**src/design/timed_message_scheduler_defines.svh**
```systemverilog
// Assertion macros shared by the scheduler RTL.
// Depends on nothing; files that assert include it and supply i_clk and i_rst_n.
`ifndef TIMED_MESSAGE_SCHEDULER_DEFINES_SVH
`define TIMED_MESSAGE_SCHEDULER_DEFINES_SVH
`ifndef ASSERT_OFF
// Property checked at every clock edge outside reset.
`define TMS_ASSERT(lbl, prop, msg) \
    lbl: assert property (@(posedge i_clk) disable iff (!i_rst_n) prop) else $error(msg);
// Condition that must never hold outside reset.
`define TMS_NEVER(lbl, cond, msg) \
    lbl: assert property (@(posedge i_clk) disable iff (!i_rst_n) !(cond)) else $error(msg);
`else
`define TMS_ASSERT(lbl, prop, msg)
`define TMS_NEVER(lbl, cond, msg)
`endif
`endif

```
**src/design/tms_pkg.sv**
```systemverilog
// Shared types, codes and helpers of the timed message scheduler.
// Used by timed_message_scheduler; depends on nothing.
package tms_pkg;

    localparam int STORE_SLOTS_DEF = 32;
    localparam int FIFO_SLOTS_DEF  = 16;
    localparam int MSG_BYTES       = 3;

    localparam int DUE_W   = 63;
    localparam int BYTES_W = 24;
    localparam int SIZE_W  = 2;
    localparam int CNT_W   = 32;

    // item kinds
    localparam logic [2:0] MODE_SCHED = 3'd0;
    localparam logic [2:0] MODE_IMM   = 3'd1;
    localparam logic [2:0] MODE_TICK  = 3'd2;
    localparam logic [2:0] MODE_FLUSH = 3'd3;
    localparam logic [2:0] MODE_PANIC = 3'd4;
    localparam logic [2:0] MODE_CLEAR = 3'd5;

    // configuration register indexes
    localparam logic REG_TS_MODE  = 1'b0;
    localparam logic REG_LATE_THR = 1'b1;

    localparam logic [31:0] LATE_THR_RST = 32'd1000000;

    // panic messages: control change status, sustain off and all notes off
    localparam logic [7:0] STATUS_CC  = 8'hB0;
    localparam logic [7:0] CC_SUSTAIN = 8'd64;
    localparam logic [7:0] CC_ALL_OFF = 8'd123;
    localparam int         CHANNELS   = 16;

    typedef struct packed {
        logic               has;
        logic [BYTES_W-1:0] bytes;
        logic [SIZE_W-1:0]  size;
        logic [DUE_W-1:0]   stamp;
        logic               acc;
        logic [CNT_W-1:0]   sent;
        logic [CNT_W-1:0]   dropped;
        logic [CNT_W-1:0]   late;
        logic [DUE_W-1:0]   maxlat;
    } t_result;

    function automatic logic [BYTES_W-1:0] mask_bytes(logic [BYTES_W-1:0] b,
                                                      logic [SIZE_W-1:0] s);
        logic [BYTES_W-1:0] r;
        case (s)
            2'd0:    r = '0;
            2'd1:    r = {16'b0, b[7:0]};
            2'd2:    r = {8'b0, b[15:0]};
            default: r = b;
        endcase
        return r;
    endfunction

    function automatic logic [CNT_W-1:0] sat_inc(logic [CNT_W-1:0] c);
        return (c == '1) ? c : c + 32'd1;
    endfunction

endpackage

```
**src/design/timed_message_scheduler.sv**
```systemverilog
// Top level of the timed message scheduler: sequencer, store, FIFO, statistics.
// Depends on tms_pkg, tms_ram and timed_message_scheduler_defines.svh.
//
//  channel  direction  handshake                       payload
//  s_axis   in         s_axis_tvalid / s_axis_tready   tdata 168 bits, tuser = mode
//  m_axis   out        m_axis_tvalid / m_axis_tready   tdata 256 bits, tuser, tlast
//  cfg      in         i_cfg_valid / o_cfg_ready       i_cfg_index, i_cfg_data
//
// One item at a time; the input is ready only while the sequencer is idle.
// Each RAM has one read port and one write port. A schedule shifts every stored entry
// that is due later than the new one up one slot; into a full store, the later of the new
// item and the last entry (the new item on a tie) is dropped. Tick: sends each immediate
// message, then each stored message that is due, then closes. Panic: walks every channel
// and inserts two messages per selected channel.
// Results pass through a pending register and an output register: a stalled m_axis
// holds a send only when both are full, and holds the close-out while the output
// register is full. Reset is synchronous and clears control and statistics; RAM
// contents stay undefined and are never read unwritten.
`include "timed_message_scheduler_defines.svh"

module timed_message_scheduler #(
    parameter int STORE_SLOTS = tms_pkg::STORE_SLOTS_DEF,
    parameter int FIFO_SLOTS  = tms_pkg::FIFO_SLOTS_DEF
) (
    input  logic         i_clk,
    input  logic         i_rst_n,
    // due_time[62:0], now_time[125:63], msg_bytes[149:126], msg_size[151:150],
    // channel_mask[167:152]
    input  logic [167:0] s_axis_tdata,
    // mode[2:0]
    input  logic [2:0]   s_axis_tuser,
    input  logic         s_axis_tvalid,
    output logic         s_axis_tready,
    // out_bytes[23:0], out_size[25:24], out_stamp[88:26], accepted[89],
    // sent_count[121:90], dropped_count[153:122], late_count[185:154],
    // max_lateness[248:186], zero[255:249]
    output logic [255:0] m_axis_tdata,
    // has_message[0]
    output logic [0:0]   m_axis_tuser,
    output logic         m_axis_tlast,
    output logic         m_axis_tvalid,
    input  logic         m_axis_tready,
    input  logic         i_cfg_valid,
    output logic         o_cfg_ready,
    input  logic         i_cfg_index,
    input  logic [31:0]  i_cfg_data
);
    localparam int IDXW = $clog2(STORE_SLOTS);
    localparam int CNTW = $clog2(STORE_SLOTS + 1);
    localparam int HW   = IDXW + 2;
    localparam int FPW  = $clog2(FIFO_SLOTS);
    localparam int SW   = tms_pkg::DUE_W + tms_pkg::BYTES_W + tms_pkg::SIZE_W;
    localparam int FW   = tms_pkg::BYTES_W + tms_pkg::SIZE_W;

    typedef enum logic [3:0] {
        S_IDLE, S_INS_CHK, S_INS_FULL, S_INS_STEP, S_INS_CMP, S_PANIC,
        S_FIFO_RD, S_FIFO_EMIT, S_ST_RD, S_ST_CHK, S_ST_EMIT, S_ST_DONE, S_FINISH
    } t_state;

    t_state r_state, n_state;

    // item registers
    logic [2:0]  r_mode, n_mode;
    logic [62:0] r_due, n_due;
    logic [62:0] r_now, n_now;
    logic [23:0] r_bytes, n_bytes;
    logic [1:0]  r_size, n_size;
    logic [15:0] r_mask, n_mask;
    logic        r_acc, n_acc;
    logic        r_lossless, n_lossless;
    logic [4:0]  r_ch, n_ch;
    logic        r_sub, n_sub;
    logic [62:0] r_lat, n_lat;

    // store and FIFO control
    logic [IDXW-1:0] r_head, n_head;
    logic [CNTW-1:0] r_fill, n_fill;
    logic [IDXW-1:0] r_pos, n_pos;
    logic [CNTW-1:0] r_idx, n_idx;
    logic [FPW-1:0]  r_rptr, n_rptr;
    logic [FPW-1:0]  r_wptr, n_wptr;

    // statistics and configuration
    logic [31:0] r_sent, n_sent;
    logic [31:0] r_dropped, n_dropped;
    logic [31:0] r_late, n_late;
    logic [62:0] r_worst, n_worst;
    logic        r_ts_mode;
    logic [31:0] r_late_thr;

    // result path
    tms_pkg::t_result r_pend, n_pend, r_out, n_out, new_res;
    logic             r_pend_v, n_pend_v, r_out_v, n_out_v, r_out_last, n_out_last;

    // RAM ports
    logic            st_we, st_re, ff_we, ff_re;
    logic [IDXW-1:0] st_rlog, st_wlog, st_raddr, st_waddr;
    logic [SW-1:0]   st_wdata, st_rdata;
    logic [FW-1:0]   ff_wdata, ff_rdata;
    logic [IDXW:0]   st_rsum, st_wsum;
    logic [HW-1:0]   head_sum;

    logic [62:0] rd_due;
    logic [23:0] rd_bytes;
    logic [1:0]  rd_size;

    logic        in_fire, out_free, can_push, size_ok, ff_full;
    logic [2:0]  in_mode;
    logic [1:0]  in_size;
    logic [23:0] in_bytes;
    logic [FPW-1:0] wptr_inc, rptr_inc;

    assign rd_due   = st_rdata[62:0];
    assign rd_bytes = st_rdata[86:63];
    assign rd_size  = st_rdata[88:87];

    assign in_fire  = s_axis_tvalid && s_axis_tready;
    assign in_mode  = s_axis_tuser;
    assign in_size  = s_axis_tdata[151:150];
    assign in_bytes = tms_pkg::mask_bytes(s_axis_tdata[149:126], in_size);
    assign size_ok  = (in_size != 2'd0) && (in_size <= 2'(tms_pkg::MSG_BYTES));
    assign wptr_inc = (r_wptr == FPW'(FIFO_SLOTS - 1)) ? '0 : r_wptr + 1'b1;
    assign rptr_inc = (r_rptr == FPW'(FIFO_SLOTS - 1)) ? '0 : r_rptr + 1'b1;
    assign ff_full  = (wptr_inc == r_rptr);

    assign out_free = !r_out_v || m_axis_tready;
    assign can_push = !r_pend_v || out_free;

    // logical store slot to physical RAM address: wrap around the head
    assign st_rsum  = {1'b0, r_head} + {1'b0, st_rlog};
    assign st_wsum  = {1'b0, r_head} + {1'b0, st_wlog};
    assign st_raddr = (st_rsum >= (IDXW+1)'(STORE_SLOTS))
                      ? IDXW'(st_rsum - (IDXW+1)'(STORE_SLOTS)) : IDXW'(st_rsum);
    assign st_waddr = (st_wsum >= (IDXW+1)'(STORE_SLOTS))
                      ? IDXW'(st_wsum - (IDXW+1)'(STORE_SLOTS)) : IDXW'(st_wsum);
    assign head_sum = HW'(r_head) + HW'(r_idx);

    assign ff_wdata = {in_size, in_bytes};
    assign ff_we    = in_fire && (in_mode == tms_pkg::MODE_IMM) && size_ok && !ff_full;

    always_comb begin
        n_state    = r_state;
        n_mode     = r_mode;
        n_due      = r_due;
        n_now      = r_now;
        n_bytes    = r_bytes;
        n_size     = r_size;
        n_mask     = r_mask;
        n_acc      = r_acc;
        n_lossless = r_lossless;
        n_ch       = r_ch;
        n_sub      = r_sub;
        n_lat      = r_lat;
        n_head     = r_head;
        n_fill     = r_fill;
        n_pos      = r_pos;
        n_idx      = r_idx;
        n_rptr     = r_rptr;
        n_wptr     = r_wptr;
        n_sent     = r_sent;
        n_dropped  = r_dropped;
        n_late     = r_late;
        n_worst    = r_worst;
        n_pend     = r_pend;
        n_pend_v   = r_pend_v;
        n_out      = r_out;
        n_out_v    = r_out_v && !m_axis_tready;
        n_out_last = r_out_last;
        st_we      = 1'b0;
        st_re      = 1'b0;
        st_rlog    = '0;
        st_wlog    = r_pos;
        st_wdata   = {r_size, r_bytes, r_due};
        ff_re      = 1'b0;
        new_res    = '0;

        case (r_state)
            S_IDLE: begin
                if (in_fire) begin
                    n_mode     = in_mode;
                    n_due      = s_axis_tdata[62:0];
                    n_now      = s_axis_tdata[125:63];
                    n_bytes    = in_bytes;
                    n_size     = in_size;
                    n_mask     = s_axis_tdata[167:152];
                    n_acc      = 1'b0;
                    n_lossless = 1'b1;
                    n_ch       = '0;
                    n_sub      = 1'b0;
                    n_idx      = '0;
                    n_state    = S_FINISH;
                    case (in_mode)
                        tms_pkg::MODE_SCHED: begin
                            if (!size_ok) begin
                                n_dropped = tms_pkg::sat_inc(r_dropped);
                            end else begin
                                n_state = S_INS_CHK;
                            end
                        end
                        tms_pkg::MODE_IMM: begin
                            if (!size_ok || ff_full) begin
                                n_dropped = tms_pkg::sat_inc(r_dropped);
                            end else begin
                                n_wptr = wptr_inc;
                                n_acc  = 1'b1;
                            end
                        end
                        tms_pkg::MODE_TICK:  n_state = S_FIFO_RD;
                        tms_pkg::MODE_FLUSH: n_fill = '0;
                        tms_pkg::MODE_PANIC: begin
                            n_fill  = '0;
                            n_state = S_PANIC;
                        end
                        tms_pkg::MODE_CLEAR: begin
                            n_sent    = '0;
                            n_dropped = '0;
                            n_late    = '0;
                            n_worst   = '0;
                        end
                        default: ;
                    endcase
                end
            end

            // sorted insert of r_due/r_bytes/r_size, shifting later entries up
            S_INS_CHK: begin
                n_lossless = 1'b1;
                if (r_fill == CNTW'(STORE_SLOTS)) begin
                    st_re   = 1'b1;
                    st_rlog = IDXW'(STORE_SLOTS - 1);
                    n_state = S_INS_FULL;
                end else begin
                    n_pos   = IDXW'(r_fill);
                    n_state = S_INS_STEP;
                end
            end
            S_INS_FULL: begin
                n_dropped = tms_pkg::sat_inc(r_dropped);
                if (r_due >= rd_due) begin
                    n_state = (r_mode == tms_pkg::MODE_PANIC) ? S_PANIC : S_FINISH;
                end else begin
                    n_fill     = CNTW'(STORE_SLOTS - 1);
                    n_lossless = 1'b0;
                    n_pos      = IDXW'(STORE_SLOTS - 1);
                    n_state    = S_INS_STEP;
                end
            end
            S_INS_STEP: begin
                if (r_pos == '0) begin
                    st_we   = 1'b1;
                    n_fill  = r_fill + 1'b1;
                    n_acc   = (r_mode == tms_pkg::MODE_SCHED) ? r_lossless : r_acc;
                    n_state = (r_mode == tms_pkg::MODE_PANIC) ? S_PANIC : S_FINISH;
                end else begin
                    st_re   = 1'b1;
                    st_rlog = r_pos - 1'b1;
                    n_state = S_INS_CMP;
                end
            end
            S_INS_CMP: begin
                st_we = 1'b1;
                if (rd_due > r_due) begin
                    st_wdata = st_rdata;
                    n_pos    = r_pos - 1'b1;
                    n_state  = S_INS_STEP;
                end else begin
                    n_fill  = r_fill + 1'b1;
                    n_acc   = (r_mode == tms_pkg::MODE_SCHED) ? r_lossless : r_acc;
                    n_state = (r_mode == tms_pkg::MODE_PANIC) ? S_PANIC : S_FINISH;
                end
            end

            // walk the channel mask, two off messages per selected channel
            S_PANIC: begin
                if (r_ch == 5'(tms_pkg::CHANNELS)) begin
                    n_state = S_FINISH;
                end else if (!r_mask[r_ch[3:0]]) begin
                    n_ch = r_ch + 1'b1;
                end else begin
                    n_due   = '0;
                    n_size  = 2'd3;
                    n_bytes = {8'b0, r_sub ? tms_pkg::CC_ALL_OFF : tms_pkg::CC_SUSTAIN,
                               tms_pkg::STATUS_CC | {4'b0, r_ch[3:0]}};
                    n_sub   = !r_sub;
                    n_ch    = r_sub ? r_ch + 1'b1 : r_ch;
                    n_state = S_INS_CHK;
                end
            end

            // tick: drain the FIFO first
            S_FIFO_RD: begin
                if (r_rptr == r_wptr) begin
                    n_state = S_ST_RD;
                end else begin
                    ff_re   = 1'b1;
                    n_state = S_FIFO_EMIT;
                end
            end
            S_FIFO_EMIT: begin
                if (can_push) begin
                    n_sent          = tms_pkg::sat_inc(r_sent);
                    new_res.has     = 1'b1;
                    new_res.bytes   = ff_rdata[23:0];
                    new_res.size    = ff_rdata[25:24];
                    new_res.sent    = n_sent;
                    new_res.dropped = r_dropped;
                    new_res.late    = r_late;
                    new_res.maxlat  = r_worst;
                    if (r_pend_v) begin
                        n_out      = r_pend;
                        n_out_last = 1'b0;
                        n_out_v    = 1'b1;
                    end
                    n_pend   = new_res;
                    n_pend_v = 1'b1;
                    n_rptr   = rptr_inc;
                    n_state  = S_FIFO_RD;
                end
            end

            // then every due entry (every entry in timestamp mode) from the head of the store
            S_ST_RD: begin
                if (r_idx == r_fill) begin
                    n_state = S_ST_DONE;
                end else begin
                    st_re   = 1'b1;
                    st_rlog = IDXW'(r_idx);
                    n_state = S_ST_CHK;
                end
            end
            S_ST_CHK: begin
                if (!r_ts_mode && (rd_due > r_now)) begin
                    n_state = S_ST_DONE;
                end else begin
                    n_lat   = r_now - rd_due;
                    n_state = S_ST_EMIT;
                end
            end
            S_ST_EMIT: begin
                if (can_push) begin
                    n_sent = tms_pkg::sat_inc(r_sent);
                    if (!r_ts_mode && (rd_due != '0)) begin
                        if (r_lat > {31'b0, r_late_thr}) begin
                            n_late = tms_pkg::sat_inc(r_late);
                        end
                        if (r_lat > r_worst) begin
                            n_worst = r_lat;
                        end
                    end
                    new_res.has     = 1'b1;
                    new_res.bytes   = rd_bytes;
                    new_res.size    = rd_size;
                    new_res.stamp   = r_ts_mode ? rd_due : '0;
                    new_res.sent    = n_sent;
                    new_res.dropped = r_dropped;
                    new_res.late    = n_late;
                    new_res.maxlat  = n_worst;
                    if (r_pend_v) begin
                        n_out      = r_pend;
                        n_out_last = 1'b0;
                        n_out_v    = 1'b1;
                    end
                    n_pend   = new_res;
                    n_pend_v = 1'b1;
                    n_idx    = r_idx + 1'b1;
                    n_state  = S_ST_RD;
                end
            end
            S_ST_DONE: begin
                // advance the head past the sent entries
                n_head  = (head_sum >= HW'(STORE_SLOTS))
                          ? IDXW'(head_sum - HW'(STORE_SLOTS)) : IDXW'(head_sum);
                n_fill  = r_fill - r_idx;
                n_state = S_FINISH;
            end

            // hand the final result to the output register, marked last
            S_FINISH: begin
                if (out_free) begin
                    if (r_pend_v) begin
                        n_out = r_pend;
                    end else begin
                        n_out         = '0;
                        n_out.acc     = r_acc;
                        n_out.sent    = r_sent;
                        n_out.dropped = r_dropped;
                        n_out.late    = r_late;
                        n_out.maxlat  = r_worst;
                    end
                    n_out_last = 1'b1;
                    n_out_v    = 1'b1;
                    n_pend_v   = 1'b0;
                    n_state    = S_IDLE;
                end
            end
            default: n_state = S_IDLE;
        endcase
    end

    always_ff @(posedge i_clk) begin
        if (!i_rst_n) begin
            r_state    <= S_IDLE;
            r_head     <= '0;
            r_fill     <= '0;
            r_rptr     <= '0;
            r_wptr     <= '0;
            r_sent     <= '0;
            r_dropped  <= '0;
            r_late     <= '0;
            r_worst    <= '0;
            r_pend_v   <= 1'b0;
            r_out_v    <= 1'b0;
            r_ts_mode  <= 1'b0;
            r_late_thr <= tms_pkg::LATE_THR_RST;
        end else begin
            r_state   <= n_state;
            r_head    <= n_head;
            r_fill    <= n_fill;
            r_rptr    <= n_rptr;
            r_wptr    <= n_wptr;
            r_sent    <= n_sent;
            r_dropped <= n_dropped;
            r_late    <= n_late;
            r_worst   <= n_worst;
            r_pend_v  <= n_pend_v;
            r_out_v   <= n_out_v;
            if (i_cfg_valid && o_cfg_ready) begin
                case (i_cfg_index)
                    tms_pkg::REG_TS_MODE:  r_ts_mode  <= i_cfg_data[0];
                    tms_pkg::REG_LATE_THR: r_late_thr <= i_cfg_data;
                    default: ;
                endcase
            end
        end
        r_mode     <= n_mode;
        r_due      <= n_due;
        r_now      <= n_now;
        r_bytes    <= n_bytes;
        r_size     <= n_size;
        r_mask     <= n_mask;
        r_acc      <= n_acc;
        r_lossless <= n_lossless;
        r_ch       <= n_ch;
        r_sub      <= n_sub;
        r_lat      <= n_lat;
        r_pos      <= n_pos;
        r_idx      <= n_idx;
        r_pend     <= n_pend;
        r_out      <= n_out;
        r_out_last <= n_out_last;
    end

    tms_ram #(.WIDTH(SW), .DEPTH(STORE_SLOTS)) u_store (
        .i_clk  (i_clk),
        .i_we   (st_we),
        .i_waddr(st_waddr),
        .i_wdata(st_wdata),
        .i_re   (st_re),
        .i_raddr(st_raddr),
        .o_rdata(st_rdata)
    );

    tms_ram #(.WIDTH(FW), .DEPTH(FIFO_SLOTS)) u_fifo (
        .i_clk  (i_clk),
        .i_we   (ff_we),
        .i_waddr(r_wptr),
        .i_wdata(ff_wdata),
        .i_re   (ff_re),
        .i_raddr(r_rptr),
        .o_rdata(ff_rdata)
    );

    assign s_axis_tready = (r_state == S_IDLE);
    assign o_cfg_ready   = 1'b1;
    assign m_axis_tvalid = r_out_v;
    assign m_axis_tlast  = r_out_last;
    assign m_axis_tuser  = r_out.has;
    assign m_axis_tdata  = {7'b0, r_out.maxlat, r_out.late, r_out.dropped, r_out.sent,
                            r_out.acc, r_out.stamp, r_out.size, r_out.bytes};

    `TMS_NEVER(a_fill_bound, r_fill > CNTW'(STORE_SLOTS), "store fill above capacity")
    `TMS_NEVER(a_idle_no_pend, (r_state == S_IDLE) && r_pend_v, "pending result left at idle")
    `TMS_ASSERT(a_sent_mono, (r_state != S_IDLE) |=> (r_sent >= $past(r_sent)), "sent count fell")
    `TMS_NEVER(a_ptr_range, (r_rptr > FPW'(FIFO_SLOTS - 1)) || (r_wptr > FPW'(FIFO_SLOTS - 1)),
        "FIFO pointer out of range")
    `TMS_ASSERT(a_emit_read, (r_state == S_ST_EMIT) |-> (r_idx < r_fill), "send beyond fill")

endmodule

```
**src/design/tms_ram.sv**
```systemverilog
// Generic single-write, single-read RAM with registered read data.
// No dependencies; instanced for the message store and the immediate FIFO.
module tms_ram #(
    parameter int WIDTH = 8,
    parameter int DEPTH = 16
) (
    input  logic                     i_clk,
    input  logic                     i_we,
    input  logic [$clog2(DEPTH)-1:0] i_waddr,
    input  logic [WIDTH-1:0]         i_wdata,
    input  logic                     i_re,
    input  logic [$clog2(DEPTH)-1:0] i_raddr,
    output logic [WIDTH-1:0]         o_rdata
);
    logic [WIDTH-1:0] r_mem [DEPTH];
    logic [WIDTH-1:0] r_rdata;

    always_ff @(posedge i_clk) begin
        if (i_we) begin
            r_mem[i_waddr] <= i_wdata;
        end
        if (i_re) begin
            r_rdata <= r_mem[i_raddr];
        end
    end

    assign o_rdata = r_rdata;
endmodule
```
**config.mk**
```make
export PLATFORM = sky130hd
export DESIGN_NAME = timed_message_scheduler
export DESIGN_NICKNAME = d
export VERILOG_FILES = /design/src/design/tms_pkg.sv /design/src/design/timed_message_scheduler.sv /design/src/design/tms_ram.sv
export VERILOG_INCLUDE_DIRS = /design/src /design/src/design
export SDC_FILE = /design/constraint.sdc
export NUM_CORES = 2
export LEC_CHECK = 0
export BUFFER_PORTS_ARGS = -buffer_cell sky130_fd_sc_hd__buf_2
export CAP_MARGIN = 15
export CORE_AREA = 2 2 686 518
export CTS_CLUSTER_DIAMETER = 120
export DETAILED_ROUTE_END_ITERATION = 12
export DIE_AREA = 0 0 688 520
export GPL_TIMING_DRIVEN = 0
export PLACE_DENSITY = 0.66
export SYNTH_ARGS = -nofsm -noshare
export SYNTH_HDL_FRONTEND = slang
export SYNTH_SLANG_ARGS = --single-unit
```
**constraint.sdc**
```tcl
create_clock -name i_clk -period 15.2 [get_ports i_clk]
set_input_delay 2.28 -clock i_clk [delete_from_list [all_inputs] [get_ports i_clk]]
set_output_delay 2.28 -clock i_clk [all_outputs]
set_load 0.05 [all_outputs]
```
==> flow_metrics.tcl <==
set metrics [dict create \
    yosysMostFrequentCell "edfxtp_1" \
    ys_seq_elements 4348 \
    clock_latency_ps 960 \
    root_buffer "clkbuf_16" \
    slowest_stage "clkbuf_1" \
    place_ws_ps 8760 \
    fin_crit_ps 6620 \
    fillers 25839 \
    ios 470 \
    drive_gt1_frac 0.270 \
    chipWidth_um 688 \
    fp.dieArea_um2 358000 \
    use_met2 0.425 \
    die_height_um 520 \
    cts_tree "done" \
    fin_ws_ps 8580 \
    status "complete, no violations" \
    wl_mm 512 \
    remaining_drc_errors 0 \
    cap_violations 0 \
    critPathMaxFanout 10 \
    grt.total_usage 0.282 \
    finalNetCount 10775 \
    synth_cell_types 91 \
    cts_made_buffers 412 \
    synth_commonest_cells "edfxtp_1, mux4_2, nand2_1" \
    synth.largest_area_cell "edfxtp_1" \
    rsz0062_at_grt "no" \
    worstSetupPathType "register to register" \
    vias 97398 \
    crit_arrival_ps 7290 \
    overflow 0 \
    core_area_um2 351000 \
    power_density_nw_per_um2 164 \
    grt_use_met3 0.0564 \
    crit_path_cell_trace "inv_1, ha_1, nand3_1, nor3_2, nor3_2, a221o_1, ha_1, fa_1, clkbuf_1, clkbuf_2, clkbuf_1, mux4_2, mux4_2, mux2_2" \
    ys.flop_type "edfxtp_1" \
    stdcell_count 15384 \
    cts_resized 0 \
    clk_path_buf_depth 4 \
    netlist_instances 9117 \
    synth_edf_count 4131 \
    cts_hold_buf 0 \
    min_path_cells 0 \
    clock_sinks 4348 \
    place_hpwl_mm 352 \
    worst_slew_pin_slew_ps 1230 \
    worstSetupStartpointType "register" \
    met1_usage 0.412 \
    r2r_cells 14 \
    grt_pass1_vias 94848 \
    port_buffers 460 \
    hp-class "register to register" \
    synth_warnings 0 \
    row_count 189 \
    path_clk_slew_ps 70 \
    dr.pass1.iters 6 \
    synth_top_cells_by_area "edfxtp_1, mux4_2, dfxtp_1, ha_1, mux2_2" \
    final.period_utilization 0.436 \
    skew_ps 60.2 \
    start_util 0.498 \
    crit_required_ps 15870 \
    endpoint_kind "register" \
    netlist_area_um2 175000 \
    hold_viol_final 0 \
    synth_top_area_share 0.709 \
    grt_max_degree 54 \
    timing.fmax_ghz 0.151 \
    slowest_delay_ps 860 \
    antenna_found_initial 72 \
    setup_viol 0 \
    ys_seq_area_frac 0.734 \
    postRouteAntennaNets 0 \
    fin_tns_setup_ps 0 \
    grt_pass1_wl_mm 712 \
    avgSynthCellArea_um2 19.2 \
    async_reset_ff_frac 0 \
    max_slew_margin 0.180 \
    post_cts_buffers 0 \
    vdd_ir_drop_max_mv 0.112 \
    leakage_nw 66.1 \
    busiest_layer "met2" \
    place_congestion 0.896 \
    htreeDepth 5 \
    place_inst 14545 \
    via_per_inst 6.33 \
    fin_util 0.577 \
    drt_iter0_drc 14010 \
    area_growth_pct 16.0 \
    slew_viol_final 0 \
    wl_per_cell_um 33.3 \
]
path summary, 6_finish.rpt:
| path | start | endpoint | slack [ps] |
|---|---|---|---|
| max | r_fill[0] | u_store.o_rdata[62] | 8580 |
| min | r_dropped[5] | r_pend[100] | 430 |
| max reg2reg | r_fill[0] | u_store.o_rdata[62] | 8580 |
| min reg2reg | r_dropped[5] | r_pend[100] | 430 |
layer usage:
metal  wire length [um]  part of all wire
met5                 57           0.00011
met2             232000              0.45
met1             204000              0.40
met4              21000             0.041
met3              55500              0.11
flip-flops by register name (all words and copies together) (netlist names), 63 cells and up:
register / cells
r_now: 63
r_worst: 63
r_lat: 63
r_due: 63
u_store.o_rdata: 89
u_fifo.r_mem: 416
u_store.r_mem: 2848
m_axis_tdata: 249
r_pend: 248
cells by family (layout without fill, tap and decap cells):
family                     after synthesis  count (layout)  synth area share
adders and majority gates              257             257            0.0186
and+or+nand+nor                       1447            1447            0.0406
other                                    2              57         0.0000430
DFF                                   4348            4348             0.734
muxes                                 1309            1309             0.150
buffers and inverters                  734            2267            0.0164
AOI/OAI and AO/OA                      844             844            0.0309
xor gates and xnor gates               176             176           0.00886
through the flow:
step | cell area [um2] | power, mW | hold slack [ps]
floorplan | 175000 | 20.0 | 406
global placement | 183000 | 22.7 | 408
detailed placement | 189000 | 23.1 | 412
CTS | 202000 | 33.2 | 427
global route | 203000 | 34.2 | 444
finish | 203000 | 33.2 | 427
report_power, final:
part / leakage, nW / internal [mW] / total [mW] / switching (mW)
clock: 6.41 / 5.71 / 10.2 / 4.51
combinational: 20.4 / 2.66 / 7.65 / 4.99
sequential: 39.2 / 15.0 / 15.4 / 0.396
final cells by class:
cell class | count | area (um2) | share of cell area
plain buffers | 451 | 1840 | 0.00905
clock inverters | 252 | 2250 | 0.0111
clock buffers | 509 | 10900 | 0.0537
well taps | 4679 | 5850 | 0.0289
multi-input cells | 4041 | 44300 | 0.218
repair buffers | 772 | 8170 | 0.0403
flip-flops and latches | 4348 | 128000 | 0.633
inverters | 283 | 1060 | 0.00525
diodes | 49 | 123 | 0.000604
layout by cell type, fill, tap and decap left out, drive strengths merged, types with 90 or more instances in the layout:
cell       n
edfxtp  4131
mux4    1025
clkbuf   890
buf      842
nand2    495
inv      300
mux2     275
ha       252
o21ai    246
nor2     242
a21oi    223
dfxtp    217
and2     197
clkinv   178
nor3     126
a21o      99
xnor2     90
critical path, delay by kind of cell, from the launching register on:
family,cells,cell delay (ps)
mux,3,1320
fa+ha+maj,3,1300
flops,1,490
compound gates,1,410
buf+inv,4,2220
simple gates,3,570
No activity file was read; power rests on OpenSTA's default activity.
